==> src/rtl/core/semc_pkg.sv <==
// Shared types and constants for the supply enable mode controller.
package semc_pkg;

    localparam int unsigned CNT_W       = 8;
    localparam int unsigned CFG_INDEX_W = 2;
    localparam int unsigned S_TDATA_W   = 8;
    localparam int unsigned M_TDATA_W   = 8;

    localparam logic [CNT_W-1:0] HALF_PERIOD_RESET = 8'd10;
    localparam logic [CNT_W-1:0] TRANSITIONS_RESET = 8'd10;

    localparam logic [CFG_INDEX_W-1:0] CFG_IDX_HALF_PERIOD = 2'd0;
    localparam logic [CFG_INDEX_W-1:0] CFG_IDX_TRANSITIONS = 2'd1;

    localparam logic REQ_TICK = 1'b0;
    localparam logic REQ_TAKE = 1'b1;

    localparam logic [1:0] MODE_CHARGE = 2'd0;
    localparam logic [1:0] MODE_OUTPUT = 2'd1;

    typedef struct packed {
        logic [CNT_W-1:0] half_period;
        logic [CNT_W-1:0] transitions;
    } semc_cfg_t;

    typedef struct packed {
        logic       req_type;
        logic [1:0] op_mode;
        logic       enable_press;
        logic       voltage_valid;
        logic       safety_ok;
    } semc_item_t;

    typedef struct packed {
        logic refresh_event;
        logic enable_requested;
        logic warn_visible;
        logic warn_active;
        logic status_led;
        logic button_led;
        logic converter_enable;
    } semc_result_t;

endpackage

==> src/rtl/core/semc_cfg_regs.sv <==
// Blink timing configuration registers.
module semc_cfg_regs (
    input  logic                               aclk,
    input  logic                               aresetn,
    input  logic                               cfg_valid,
    output logic                               cfg_ready,
    input  logic [semc_pkg::CFG_INDEX_W-1:0]   cfg_index,
    input  logic [semc_pkg::CNT_W-1:0]         cfg_data,
    output semc_pkg::semc_cfg_t                cfg
);
    import semc_pkg::*;

    semc_cfg_t cfg_reg;

    assign cfg_ready = 1'b1;
    assign cfg       = cfg_reg;

    always_ff @(posedge aclk) begin
        if (!aresetn) begin
            cfg_reg.half_period <= HALF_PERIOD_RESET;
            cfg_reg.transitions <= TRANSITIONS_RESET;
        end else if (cfg_valid && cfg_ready) begin
            // drop writes to indexes past the register list
            case (cfg_index)
                CFG_IDX_HALF_PERIOD: cfg_reg.half_period <= cfg_data;
                CFG_IDX_TRANSITIONS: cfg_reg.transitions <= cfg_data;
                default: ;
            endcase
        end
    end

endmodule

==> src/rtl/core/semc_ctrl_core.sv <==
// Controller state and its per-request update logic.
module semc_ctrl_core (
    input  logic                       aclk,
    input  logic                       aresetn,
    input  logic                       advance,
    input  semc_pkg::semc_item_t       item,
    input  semc_pkg::semc_cfg_t        cfg,
    output semc_pkg::semc_result_t     result
);
    import semc_pkg::*;

    logic             request_reg,  request_next;
    logic             conv_reg,     conv_next;
    logic             warn_on_reg,  warn_on_next;
    logic             phase_reg,    phase_next;
    logic [CNT_W-1:0] ticks_reg,    ticks_next;
    logic [CNT_W-1:0] count_reg,    count_next;
    logic             refresh_reg,  refresh_next;
    logic             btn_led_reg,  btn_led_next;
    logic             stat_led_reg, stat_led_next;
    logic             refresh_out;
    logic [CNT_W-1:0] ticks_inc;
    logic [CNT_W-1:0] count_inc;

    always_comb begin
        request_next  = request_reg;
        conv_next     = conv_reg;
        warn_on_next  = warn_on_reg;
        phase_next    = phase_reg;
        ticks_next    = ticks_reg;
        count_next    = count_reg;
        refresh_next  = refresh_reg;
        btn_led_next  = btn_led_reg;
        stat_led_next = stat_led_reg;
        refresh_out   = 1'b0;
        ticks_inc     = '0;
        count_inc     = '0;

        if (item.req_type == REQ_TAKE) begin
            refresh_out  = refresh_reg;
            refresh_next = 1'b0;
        end else begin
            unique case (item.op_mode)
                MODE_CHARGE: begin
                    request_next = 1'b0;
                    conv_next    = 1'b0;
                    if (item.enable_press) begin
                        warn_on_next  = 1'b1;
                        phase_next    = 1'b1;
                        ticks_next    = '0;
                        count_next    = '0;
                        refresh_next  = 1'b1;
                        btn_led_next  = 1'b1;
                        stat_led_next = 1'b1;
                    end
                    if (warn_on_next) begin
                        ticks_inc = ticks_next + 1'b1;
                        count_inc = count_next + 1'b1;
                        if (ticks_inc < cfg.half_period) begin
                            ticks_next = ticks_inc;
                        end else begin
                            // half period over: toggle, end after the last transition
                            ticks_next   = '0;
                            refresh_next = 1'b1;
                            if (count_inc >= cfg.transitions) begin
                                warn_on_next  = 1'b0;
                                phase_next    = 1'b1;
                                count_next    = '0;
                                btn_led_next  = 1'b0;
                                stat_led_next = 1'b0;
                            end else begin
                                phase_next    = ~phase_next;
                                count_next    = count_inc;
                                btn_led_next  = phase_next;
                                stat_led_next = phase_next;
                            end
                        end
                    end
                end
                MODE_OUTPUT: begin
                    stat_led_next = 1'b1;
                    warn_on_next  = 1'b0;
                    phase_next    = 1'b1;
                    ticks_next    = '0;
                    count_next    = '0;
                    if (!item.safety_ok) begin
                        request_next = 1'b0;
                        conv_next    = 1'b0;
                        btn_led_next = 1'b0;
                    end else begin
                        if (item.enable_press) begin
                            if (request_reg) begin
                                request_next = 1'b0;
                            end else if (item.voltage_valid) begin
                                request_next = 1'b1;
                            end
                        end
                        if (!item.voltage_valid) begin
                            request_next = 1'b0;
                        end
                        conv_next    = request_next & item.voltage_valid;
                        btn_led_next = conv_next;
                    end
                end
                default: begin
                    request_next  = 1'b0;
                    conv_next     = 1'b0;
                    warn_on_next  = 1'b0;
                    phase_next    = 1'b1;
                    ticks_next    = '0;
                    count_next    = '0;
                    btn_led_next  = 1'b0;
                    stat_led_next = 1'b0;
                end
            endcase
        end

        result.converter_enable = conv_next;
        result.button_led       = btn_led_next;
        result.status_led       = stat_led_next;
        result.warn_active      = warn_on_next;
        result.warn_visible     = phase_next;
        result.enable_requested = request_next;
        result.refresh_event    = refresh_out;
    end

    always_ff @(posedge aclk) begin
        if (!aresetn) begin
            request_reg  <= 1'b0;
            conv_reg     <= 1'b0;
            warn_on_reg  <= 1'b0;
            phase_reg    <= 1'b1;
            ticks_reg    <= '0;
            count_reg    <= '0;
            refresh_reg  <= 1'b0;
            btn_led_reg  <= 1'b0;
            stat_led_reg <= 1'b0;
        end else if (advance) begin
            request_reg  <= request_next;
            conv_reg     <= conv_next;
            warn_on_reg  <= warn_on_next;
            phase_reg    <= phase_next;
            ticks_reg    <= ticks_next;
            count_reg    <= count_next;
            refresh_reg  <= refresh_next;
            btn_led_reg  <= btn_led_next;
            stat_led_reg <= stat_led_next;
        end
    end

endmodule

==> src/rtl/core/supply_enable_mode_controller.sv <==
// Top level: request and result registers around the controller core.
//
//  channel | dir | handshake              | payload
//  s_      | in  | s_tvalid / s_tready    | s_tuser req_type, s_tdata mode and button fields
//  m_      | out | m_tvalid / m_tready    | m_tdata LED, enable and refresh fields
//  cfg_    | in  | cfg_valid / cfg_ready  | cfg_index, cfg_data (blink timing)
//
// One request per cycle unless m_tready stalls; m_tvalid rises as a result is registered.
// The state update is one pass of logic between the request and result registers.
// aresetn is synchronous; it clears state and both valid flags and resets the blink setup.
// A stalled result holds in its register while the next request waits in the request register.
// cfg_ready is always high.
module supply_enable_mode_controller (
    input  logic                              aclk,
    input  logic                              aresetn,
    input  logic                              s_tvalid,
    output logic                              s_tready,
    input  logic [semc_pkg::S_TDATA_W-1:0]    s_tdata,  // op_mode[1:0], enable_press,
                                                        // voltage_valid, safety_ok, 0[7:5]
    input  logic                              s_tuser,  // req_type
    output logic                              m_tvalid,
    input  logic                              m_tready,
    output logic [semc_pkg::M_TDATA_W-1:0]    m_tdata,  // converter_enable, button_led,
                                                        // status_led, warn_active,
                                                        // warn_visible, enable_requested,
                                                        // refresh_event, 0[7]
    input  logic                              cfg_valid,
    output logic                              cfg_ready,
    input  logic [semc_pkg::CFG_INDEX_W-1:0]  cfg_index,
    input  logic [semc_pkg::CNT_W-1:0]        cfg_data
);
    import semc_pkg::*;

    semc_cfg_t    cfg;
    semc_item_t   in_item_reg;
    logic         in_valid_reg;
    logic         out_valid_reg;
    semc_result_t out_result_reg;
    semc_result_t result;
    logic         advance;

    assign advance  = in_valid_reg && (!out_valid_reg || m_tready);
    assign s_tready = !in_valid_reg || advance;
    assign m_tvalid = out_valid_reg;
    assign m_tdata  = {1'b0, out_result_reg};

    always_ff @(posedge aclk) begin
        if (!aresetn) begin
            in_valid_reg  <= 1'b0;
            out_valid_reg <= 1'b0;
        end else begin
            if (s_tready) begin
                in_valid_reg <= s_tvalid;
            end
            if (advance) begin
                out_valid_reg <= 1'b1;
            end else if (m_tready) begin
                out_valid_reg <= 1'b0;
            end
        end
    end

    always_ff @(posedge aclk) begin
        if (s_tready && s_tvalid) begin
            in_item_reg.req_type      <= s_tuser;
            in_item_reg.op_mode       <= s_tdata[1:0];
            in_item_reg.enable_press  <= s_tdata[2];
            in_item_reg.voltage_valid <= s_tdata[3];
            in_item_reg.safety_ok     <= s_tdata[4];
        end
        if (advance) begin
            out_result_reg <= result;
        end
    end

    semc_cfg_regs u_cfg_regs (
        .aclk      (aclk),
        .aresetn   (aresetn),
        .cfg_valid (cfg_valid),
        .cfg_ready (cfg_ready),
        .cfg_index (cfg_index),
        .cfg_data  (cfg_data),
        .cfg       (cfg)
    );

    semc_ctrl_core u_ctrl_core (
        .aclk    (aclk),
        .aresetn (aresetn),
        .advance (advance),
        .item    (in_item_reg),
        .cfg     (cfg),
        .result  (result)
    );

endmodule

==> config.mk <==
export PLATFORM = sky130hd
export DESIGN_NAME = supply_enable_mode_controller
export DESIGN_NICKNAME = d
export VERILOG_FILES = /design/src/rtl/core/semc_pkg.sv /design/src/rtl/core/semc_cfg_regs.sv /design/src/rtl/core/semc_ctrl_core.sv /design/src/rtl/core/supply_enable_mode_controller.sv
export SDC_FILE = /design/constraint.sdc
export NUM_CORES = 1
export LEC_CHECK = 0
export ABC_CLOCK_PERIOD_IN_PS = 4850
export BUFFER_PORTS_ARGS = -buffer_cell sky130_fd_sc_hd__buf_2
export CORE_MARGIN = 2
export CORE_UTILIZATION = 55
export CTS_CLUSTER_DIAMETER = 100
export DETAILED_ROUTE_END_ITERATION = 8
export PLACE_DENSITY = 0.76
export SLEW_MARGIN = 20
export SYNTH_ARGS = -nofsm -noshare
export SYNTH_HDL_FRONTEND = slang
export SYNTH_SLANG_ARGS = --single-unit
==> constraint.sdc <==
create_clock -name aclk -period 4.85 [get_ports aclk]
set_clock_uncertainty 0.05 [all_clocks]
set_input_delay 0 -clock aclk [delete_from_list [all_inputs] [get_ports aclk]]
set_output_delay 0 -clock aclk [all_outputs]
set_load 0.03 [all_outputs]
### After elaboration in Yosys (flattened, before gate mapping)

Index checks and enable logic that the tools add are counted.

| storage, ports and cells | value |
|---|---|
| flip-flop bits (word level) | 54 |
| output and inout port bits | 11 |
| logic and storage cells | 107 |

| cells by class | value |
|---|---|
| $add $sub $neg | 2 |
| magnitude comparators | 2 |
| equality and inequality tests | 2 |
| multiplexer cells | 59 |
| bitwise logic cells | 3 |
| reduce and logical (&&, ||, !) cells | 14 |

Operator list:

| kind | count |
|---|---|
| $mux 8 | 13 |
| $mux 1 | 44 |
| $add 8x1->8 const B | 2 |
| $ge 8x8->1 | 1 |
| $lt 8x8->1 | 1 |
| $reduce_and 2->1 | 4 |
| $eq 2x1->1 const B | 2 |
| $logic_not 2->1 | 2 |
| $pmux 1 s2 | 2 |
| $reduce_bool 2->1 | 2 |
| $logic_and 1x1->1 | 2 |
| $logic_not 1->1 | 2 |
| $logic_or 1x1->1 | 2 |
| $not 1->1 | 2 |
| $and 1x1->1 | 1 |

### Logic depth before layout (Yosys ltp)

| logic depth | value |
|---|---|
| word-level depth | 10 |
| gate-level depth with buffers | 16 |

### Hierarchy

From an unflattened synthesis, not the netlist that was laid out.

| second synthesis, totals | value |
|---|---|
| cells, all modules | 327 |
| area total of the unflattened synthesis | 3,010.4 µm² |

Modules (own cells, without submodules):

| module | times used | cells an instance | area an instance (µm²) | sequential area each (µm²) |
|---|---|---|---|---|
| semc_ctrl_core | 1 | 239 | 1,855.5 | 460.4 |
| semc_cfg_regs | 1 | 64 | 649.4 | 320.3 |
| supply_enable_mode_controller | 1 | 24 | 505.5 | 430.4 |

### Worst setup path before layout

Ideal clock, no wire load.

| path | value |
|---|---|
| path type | reg2reg |
| start | reg in_item_reg[2] (netlist bit) |
| end | reg u_ctrl_core.count_reg[6] |
| arrival | 3.493 ns |
| path slack | 1.235 ns |
| cell stages (with the launch flop) | 17 |
| clock period less this slack | 3.615 ns |
| cell sequence | edfxtp_1 -> buf_6 -> clkbuf_1 -> buf_1 -> nor2b_1 -> ha_1 -> inv_1 -> or3_1 -> xor2_1 -> nor2_1 -> ha_1 -> a21o_1 -> a21oi_1 -> o31ai_2 -> or2_1 -> or4_1 -> a21oi_1 |

| between the ends | value |
|---|---|
| word-level cells in the longest chain between the ends | 9 |
| elaborated cells between the ends (all ways) | 17 |

RTL lines:

| element | RTL line | RTL |
|---|---|---|
| from (decl) | supply_enable_mode_controller.sv:35 | `semc_item_t in_item_reg;` |
| $mux 8 | semc_ctrl_core.sv:47 | `if (item.enable_press) begin` |
| $mux 8 | semc_ctrl_core.sv:43 | `unique case (item.op_mode)` |
| $mux 8 | semc_ctrl_core.sv:39 | `if (item.req_type == REQ_TAKE) begin` |
| $add 8x1->8 | semc_ctrl_core.sv:58 | `count_inc = count_next + 1'b1;` |
| $ge 8x8->1 | semc_ctrl_core.sv:65 | `if (count_inc >= cfg.transitions) begin` |
| $mux 8 | semc_ctrl_core.sv:65 |  |
| $mux 8 | semc_ctrl_core.sv:59 | `if (ticks_inc < cfg.half_period) begin` |
| $mux 8 (*) | semc_ctrl_core.sv:56 | `if (warn_on_next) begin` |
| $mux 8 (*) | semc_ctrl_core.sv:43 |  |
| to (signal assigned) | semc_ctrl_core.sv:144 | `count_reg <= count_next;` |
| to (decl) | semc_ctrl_core.sv:17 | `logic [CNT_W-1:0] count_reg, count_next;` |

Mark *: on every way between the ends. The rest lies on a longest branch, timed or not. The select of a mux whose other input is x is not followed.
A chain may end at the register's enable or synchronous reset.

### Worst setup path after layout

Same ends and word-level chain as after synthesis.

==> metrics.txt <==
status=complete, no violations; FF+latch count, synth=54; Synth Net Count=378; total clock sinks=54; First-pass DRT Iterations=5; Tmin final=3.86 ns; Post-CTS Setup Inserts=0; switching part of the total power=25.1%; Placed Instances=425; Min-Delay Path Depth=4; min-delay src=cfg_index[1]; Final Hold Viols=0; Synth top area share=28.3%; CP Capture Type=flip-flop; Ys Warns=0; Initial DRC Count=212; unrepaired setup endpoints after global routing=false; CP Launch Type=flip-flop; die width=76.6 um; initial antenna violation count=0; Worst EP arrival=4.04 ns; PD cells=244 nW/um^2; Port Buffer Count=29; Seq/Total Area, Yosys=41.8%; worst r2r path cells=14; detailed-route wire length=5990 um; vias in the first global route=2223; Max IR drop VDD=137 uV; critical path type=reg -> reg; CTS Buf Count=5; total die area=5860 um^2; largest cells by area after synthesis=dfxtp_1 (28%), edfxtp_1 (13%), ha_1 (7.3%), nor2_1 (6.5%), a21oi_1 (3.8%); logic gate share of total power=10.4%; FF-to-FF setup slack=0.99 ns; Tcrit/Tclk final=79.7%; gp weighted congestion=0.829; critical path, cell by cell=nand2b_1 -> inv_1 -> ha_1 -> inv_1 -> or3_1 -> xor2_1 -> nor2_1 -> ha_1 -> a21o_1 -> a21oi_1 -> o31ai_2 -> or2_1 -> or4_1 -> a21oi_1; worst hold path type=in -> reg; leakage=1.39 nW; syn avg cell area=8.60 um^2; Layout area overhead=15.5%; ant diodes=0; residual DRC count=0; worst slack at placement=1.03 ns; clock buffer depth=2; hold slack=0.117 ns; Clk Latency, worst-skew pair=0.31 ns; total grt overflow=0; setup violators final=0; reg2reg end=u_ctrl_core.count_reg[6]; library cells used by synthesis=53; Total GRT Usage=21.0%; Clk pwr share=30.5%; Setup WS post-layout=0.986 ns; Final Max Tran Viols=0; vias per cell=5.61; Slowest Stage Delay on Critical Path=0.66 ns; fin nets=421; most common cell after layout, fill and taps aside=nor2_1; IO Count=35; via count=2531; most frequent cells in the layout=nor2_1 (50), dfxtp_1 (41), buf_2 (29); fraction of layout cells with a size suffix above 1=12.3%; htree depth=2; Final TNS setup=0 ns; WHS Endpoint=u_cfg_regs.cfg[9]; wire per inst=13.3 um; Post-Syn Area=2900 um^2; CTS tree=yes; max_cap viols=0; post-synth top area cell=dfxtp_1; Final ANT Viol Nets=0; final non-filler cell total=451; critical path's slowest cell=edfxtp_1; core area=5110 um^2; Core Util, Final=65.5%; initial core utilization=56.7%; Crit Path Max Fanout=19; sequential share of power=59.1%; HPWL Detailed=4210 um; internal power=0.611 mW; Slew HR=46.4%; largest net degree at the start of global routing=28; Crit Reg-Reg Startpoint=in_item_reg[2]; global-route wire length before repair=9990 um; Psw=0.205 mW; clk root buf=clkbuf_8; CP Data Required Time=5.03 ns; Worst-path clk slew=0.10 ns; Rows=26; max reg flops=16; Die H=76.6 um; Synth Instances=337; fmax=259 MHz; Slew @ Worst Pin=0.799 ns
kinds of logic (layout without fill, tap and decap cells):
group                    Yosys count  in the layout  share of synthesized area, %
AO/OA/AOI/OAI                     71             71                          16.0
AND/OR/NAND/NOR                  137            137                          23.1
multiplexers                       7              7                          2.42
adder cells (fa/ha/maj)           17             17                          7.34
XOR/XNOR                          11             11                          3.33
buffers and inverters             38             82                          5.79
other                              2              2                         0.259
flip-flops                        54             54                          41.8
worst max-delay path by stage:
stage                         startpoint                       end
after floorplan           in_item_reg[2]  u_ctrl_core.count_reg[6]
after global placement    in_item_reg[2]  u_ctrl_core.count_reg[6]
after detailed placement  in_item_reg[2]  u_ctrl_core.count_reg[6]
after CTS                 in_item_reg[2]  u_ctrl_core.count_reg[6]
after global routing      in_item_reg[2]   u_ctrl_core.btn_led_reg
final                     in_item_reg[2]  u_ctrl_core.count_reg[6]
cell usage after synthesis, drive strengths merged:
library cell / number
buf: 5
o21a: 1
xor2: 6
clkinv: 1
xnor2: 5
a31oi: 4
o211ai: 6
dlymetal6s2s: 1
or2: 2
a32o: 1
o31ai: 2
and4: 1
and3: 5
nor3b: 1
and2: 7
clkbuf: 9
o311ai: 2
inv: 22
nor3: 4
nand2b: 6
or3: 6
conb: 2
o22ai: 1
a211oi: 2
nand3b: 2
o21ai: 11
nand4: 2
a21o: 5
nand3: 14
ha: 17
nor4bb: 1
a22o: 3
nand2: 24
mux2i: 7
or4: 2
nor2: 50
dfxtp: 41
a22oi: 8
edfxtp: 13
nor2b: 7
a221oi: 2
nor4: 3
a21oi: 23
worst max-delay path: cells and delay by family, from the launching register on:
family / cells / cell delay, ns
xor gates and xnor gates: 1 / 0.21
AOI/OAI and AO/OA: 4 / 0.70
DFF: 1 / 0.66
and+or+nand+nor: 5 / 1.48
buffers and inverters: 2 / 0.18
adders and majority gates: 2 / 0.48
through the flow:
step                power [mW]  area [um^2]
finish                   0.815         3340
CTS                      0.822         3340
detailed placement       0.565         3080
global placement         0.563         3080
floorplan                0.542         2900
global route             0.848         3340
per-layer routing:
| layer | routed length (um) | up-vias | share of wire [%] | track usage (%) |
|---|---|---|---|---|
| li1 | - | 1272 | - | - |
| met1 | 2790 | 1167 | 47 | 29.0 |
| met2 | 2750 | 83 | 46 | 32.6 |
| met3 | 367 | 9 | 6.1 | 3.32 |
| met4 | 85 | 0 | 1.4 | 9.27 |
| met5 | 0 | - | 0 | 0 |
power groups by stage:
stage	logic [mW]	clock network, mW	registers (mW)
floorplan	0.0475	0	0.495
global placement	0.0711	0	0.492
detailed placement	0.0726	0	0.493
CTS	0.0837	0.255	0.482
global route	0.0933	0.270	0.484
finish	0.0844	0.249	0.482
cell type report:
type                       count  area, um^2
timing repair buffer          51         355
clock inverter                 2        13.8
inverter                      23        86.3
sequential                    54        1210
fill                         445        1760
multi-input combinational    245        1520
clock buffer                   6        72.6
tap                           70        87.6
repair_timing:
| action | CTS | global route |
|---|---|---|
| gates resized for setup | 0 | 0 |
| endpoints found under the hold margin | 25 | 0 |
| hold buffers | 18 | 0 |
Note: power is estimated with default switching activity, not from simulation.
